--- config.mk ---
export PLATFORM = sky130hd
export DESIGN_NAME = eti_cfg
export DESIGN_NICKNAME = d
export VERILOG_FILES = /design/src/rtl/exp_table_interpolator_top_assert.svh /design/src/rtl/eti_pkg.sv /design/src/rtl/eti_cfg.sv
export SDC_FILE = /design/constraint.sdc
export NUM_CORES = 1
export LEC_CHECK = 0
export BUFFER_PORTS_ARGS = -buffer_cell sky130_fd_sc_hd__buf_2
export CAP_MARGIN = 25
export CORE_ASPECT_RATIO = 1.75
export CORE_MARGIN = 5
export CORE_UTILIZATION = 41
export CTS_BUF_LIST = sky130_fd_sc_hd__clkbuf_4 sky130_fd_sc_hd__clkbuf_8 sky130_fd_sc_hd__clkbuf_16
export DETAILED_ROUTE_END_ITERATION = 10
export PLACE_DENSITY = 0.76
export SLEW_MARGIN = 20
export SYNTH_ARGS = -nofsm -noshare
export SYNTH_HDL_FRONTEND = slang
export SYNTH_SLANG_ARGS = --single-unit
--- constraint.sdc ---
create_clock -name clk -period 2.3 [get_ports clk]
set_clock_uncertainty 0.15 [all_clocks]
set_input_delay 0.46 -clock clk [delete_from_list [all_inputs] [get_ports clk]]
set_output_delay 0.46 -clock clk [all_outputs]
set_load 0.02 [all_outputs]
--- src/rtl/exp_table_interpolator_top_assert.svh ---
// assertion macros used by the top-level rtl
`ifndef EXP_TABLE_INTERPOLATOR_TOP_ASSERT_SVH
`define EXP_TABLE_INTERPOLATOR_TOP_ASSERT_SVH

`ifndef ASSERT_OFF
`define ETI_ASSERT_IMP(lbl, clk, rst_n, ante, cons) \
	lbl: assert property (@(posedge clk) disable iff (!rst_n) (ante) |-> (cons)) \
		else $error("assertion failed");
`define ETI_ASSERT_NEXT(lbl, clk, rst_n, ante, cons) \
	lbl: assert property (@(posedge clk) disable iff (!rst_n) (ante) |=> (cons)) \
		else $error("assertion failed");
`else
`define ETI_ASSERT_IMP(lbl, clk, rst_n, ante, cons)
`define ETI_ASSERT_NEXT(lbl, clk, rst_n, ante, cons)
`endif

`endif

--- src/rtl/eti_pkg.sv ---
package eti_pkg;

	localparam int SAMPLES = 2048;
	localparam int BANKS   = 4;
	localparam int IDX_W   = $clog2(SAMPLES);
	localparam int BANK_W  = $clog2(BANKS);
	localparam int ADDR_W  = BANK_W + IDX_W;
	localparam int HALF_W  = ADDR_W - 1;
	localparam int HALF_DEPTH = (BANKS * SAMPLES) / 2;
	localparam int DATA_W  = 32;
	localparam int NREGS   = 8;
	localparam int REG_IDX_W = $clog2(NREGS);
	localparam int PADDR_W = REG_IDX_W + 2;

	localparam logic [DATA_W-1:0] INV_RESET = 32'h0001_0000;

	localparam logic OP_LOOKUP = 1'b0;
	localparam logic OP_LOAD   = 1'b1;

	localparam logic [REG_IDX_W-1:0] REG_START_0 = 3'd0;
	localparam logic [REG_IDX_W-1:0] REG_START_3 = 3'd3;
	localparam logic [REG_IDX_W-1:0] REG_INV_0   = 3'd4;
	localparam logic [REG_IDX_W-1:0] REG_INV_3   = 3'd7;

	typedef struct packed {
		logic [BANKS-1:0][DATA_W-1:0] start;
		logic [BANKS-1:0][DATA_W-1:0] inv_step;
	} cfg_t;

	typedef struct packed {
		logic              we;
		logic [ADDR_W-1:0] waddr;
		logic [DATA_W-1:0] wdata;
		logic              re;
		logic [HALF_W-1:0] raddr_even;
		logic [HALF_W-1:0] raddr_odd;
	} mem_req_t;

endpackage

--- src/rtl/eti_cfg.sv ---
module eti_cfg (
	input  logic                           clk,
	input  logic                           arst_n,
	input  logic                           psel,
	input  logic                           penable,
	input  logic                           pwrite,
	input  logic [eti_pkg::PADDR_W-1:0]    paddr,
	input  logic [eti_pkg::DATA_W-1:0]     pwdata,
	output logic [eti_pkg::DATA_W-1:0]     prdata,
	output logic                           pready,
	output eti_pkg::cfg_t                  cfg
);
	import eti_pkg::*;

	logic [BANKS-1:0][DATA_W-1:0] start_q;
	logic [BANKS-1:0][DATA_W-1:0] inv_q;
	logic [REG_IDX_W-1:0]         reg_idx;
	logic                         wr_en;

	assign reg_idx = paddr[PADDR_W-1:2];
	assign wr_en   = psel && penable && pwrite;
	assign pready  = 1'b1;

	always_ff @(posedge clk or negedge arst_n) begin
		if (!arst_n) begin
			for (int i = 0; i < BANKS; i++) begin
				start_q[i] <= '0;
				inv_q[i]   <= INV_RESET;
			end
		end else if (wr_en) begin
			unique case (reg_idx) inside
				[REG_START_0:REG_START_3]: start_q[reg_idx[BANK_W-1:0]] <= pwdata;
				[REG_INV_0:REG_INV_3]:     inv_q[reg_idx[BANK_W-1:0]]   <= pwdata;
				default: ;
			endcase
		end
	end

	always_comb begin
		unique case (reg_idx) inside
			[REG_START_0:REG_START_3]: prdata = start_q[reg_idx[BANK_W-1:0]];
			[REG_INV_0:REG_INV_3]:     prdata = inv_q[reg_idx[BANK_W-1:0]];
			default:                   prdata = '0;
		endcase
	end

	assign cfg.start    = start_q;
	assign cfg.inv_step = inv_q;

endmodule

==> reports/results.txt <==
status - finished, violations left
failing checks - setup timing
Die Footprint - 31900 um2
dominant synthesized flop cell - dfrtp_1
final instance area - 16100 um2
area delta synth->final - 38.8%
Slew Viols, Final - 0
clk buf depth - 3
arrival time of the worst setup path - 1.83 ns
sequential fraction of the synthesis area - 55.3%
share of synthesized registers carrying an async set or reset - 100%
final hold violations - 0
RePlAce Congestion - 0.825
RSZ-0062 raised after global routing - yes
period utilization - 106%
Post-Route Utilization - 57.5%
hpwl dp - 25100 um
power per cell area - 964 nW/um2
H-tree levels - 1
# IOs - 331
row count - 81
Starting Density - 41.4%
library cells used by synthesis - 31
Min-Delay Path Class - primary input to flop
mapped cell area - 11600 um2
register bit total from synthesis - 256
drt first pass iters - 5
first-pass GRT wire length - 55000 um
Critical Path RT - 1.69 ns
core box area - 28000 um2
VDD IR-drop max - 0.626 mV
placed cell area - 14200 um2
Leak - 0.00798 uW
commonest cells after routing, fill and taps aside - 297 x buf_2, 270 x mux2_2, 252 x dfrtp_1
Avg Cell Area, Syn - 16.1 um2
routed vias - 8450
Final setup viols - 23
Seq. cell area - 6410 um2
Worst Hold Depth - 2
Synth area leader - dfrtp_1
DRC - 0
Vias/cell - 5.40
Die Height - 232 um
Root Driver - clkbuf_16
GRT met3 Usage - 3.01%
number of enable flip-flop cells after synthesis - 0
fmax - 0.410 GHz
max_slew headroom - 59.5%
nets - 1215
initial antenna violation count - 3
setup ws final - -0.139 ns
Routed WL - 37200 um
Die X - 137 um
Fillers - 2258
crit path kind - flop to output port
Clock Sinks - 256
Detailed Route Iter0 Violations - 411
Crit Path Max Fanout - 2
Crit. End Element - output port
port buffer count - 327
max reg flops - 256
Clk Latency, worst-skew pair - 0.52 ns
slew of the pin with the lowest slew margin - 0.607 ns
clock-pin slew on the worst setup and hold paths - 0.07 ns
post-layout minimum cycle time - 2.44 ns
vias in the first global route - 9115
multi-input logic area - 5050 um2
largest net degree at the start of global routing - 74
top cell type's share of synthesized area - 54.4%
Routed Antenna Nets - 0
Worst Reg-to-Reg Cells - 3
Wirelength per Cell - 23.8 um
met1 usage - 25.2%
total track usage - 22.8%
max cap viols - 0
remaining global-route overflow - 0
Startpoint Class - flop
commonest non-fill, non-tap cell in the layout - buf_2
CTS tree - done
syn nets - 761
top area cells in the synthesized netlist - dfrtp_1 54%, mux2_2 28%, mux4_2 8.5%
Syn. warnings - 0
CTS Buf Count - 23
cell count after synthesis - 719
M2 GR Usage - 41.9%
most used routing layer - met2
ratio of cells with drive above 1 in the final layout - 73.9%
[area by class of cell]
| type | count | area share, % |
|---|---|---|
| sequential | 256 | 39.9 |
| antenna | 2 | 0.0311 |
| multi-input combinational | 415 | 31.4 |
| tap | 373 | 2.90 |
| clock inverter | 10 | 1.11 |
| timing repair buffer | 477 | 20.6 |
| clock buffer | 31 | 4.11 |
[report_power, final]
group | switching, uW | internal (uW) | total [uW]
logic | 2740 | 2460 | 5200
clock network | 1680 | 2580 | 4260
registers | 659 | 5400 | 6060
total | 5080 | 10400 | 15500
[repair_timing]
item | 4_1_cts | 5_1_grt
endpoints found under the hold margin | 58 | 0
gates cloned | 3 | 0
pin swaps | 1 | 0
setup buffers | 75 | 17
hold buffers | 1 | 0
endpoints found under the setup margin | 30 | 30
resized for setup | 69 | 19
[synth_stat cells (2+ instances only)]
cell type	n
dfstp_2	4
buf_2	18
nor2b_1	4
dfrtp_1	252
o22ai_1	15
nand2_1	3
clkbuf_1	4
buf_6	3
buf_4	22
nor2_2	6
mux4_2	44
mux2i_1	2
o32ai_1	3
nand2b_1	7
mux2_1	14
nor3_1	3
nor2_1	5
a211oi_1	10
mux2_2	288
[routing by layer]
layer	routed length (um)	vias to the layer above
li1	-	3612
met5	7	-
met1	12900	4365
met3	1880	116
met4	2160	2
met2	20300	355
[cells by family after synthesis]
group           after synthesis  share of synthesized area [%]
mux                         348                           38.1
flops                       256                           55.3
other cells                   1                         0.0324
compound gates               31                           1.93
buf+inv                      48                           2.66
simple gates                 35                           2.01
[metrics by stage]
step / std cells / power [uW] / worst slack (ns) / setup TNS (ns) / hold WS [ns]
6_report: 1564 / 15500 / -0.139 / -2.48 / 0.110
5_1_grt: 1564 / 16100 / -0.182 / -3.61 / 0.103
4_1_cts: 1545 / 15400 / -0.161 / -2.99 / 0.0813
3_5_place_dp: 1425 / 10600 / -0.162 / -3.17 / 0.330
3_3_place_gp: 1425 / 10400 / -0.142 / -2.67 / 0.331
2_1_floorplan: 719 / 8730 / 0.0185 / 0 / 0.0144
[worst max-delay path: stages (launching register included)]
cell	delay, ns
dfrtp_1	0.40
mux4_2	0.48
mux2_4	0.29
buf_6	0.13
[final timing paths]
path                                 from    endpoint  slack (ns)
worst max-delay path              cfg[91]  prdata[27]       -0.14
worst max register to register   cfg[140]    cfg[140]        1.04
max in group asynchronous          arst_n     cfg[85]        0.95
min in group asynchronous          arst_n     cfg[51]        0.36
worst min register to register   cfg[226]    cfg[226]        0.37
worst min-delay path            pwdata[2]    cfg[226]        0.11
Note: power is estimated with default switching activity, not from simulation.
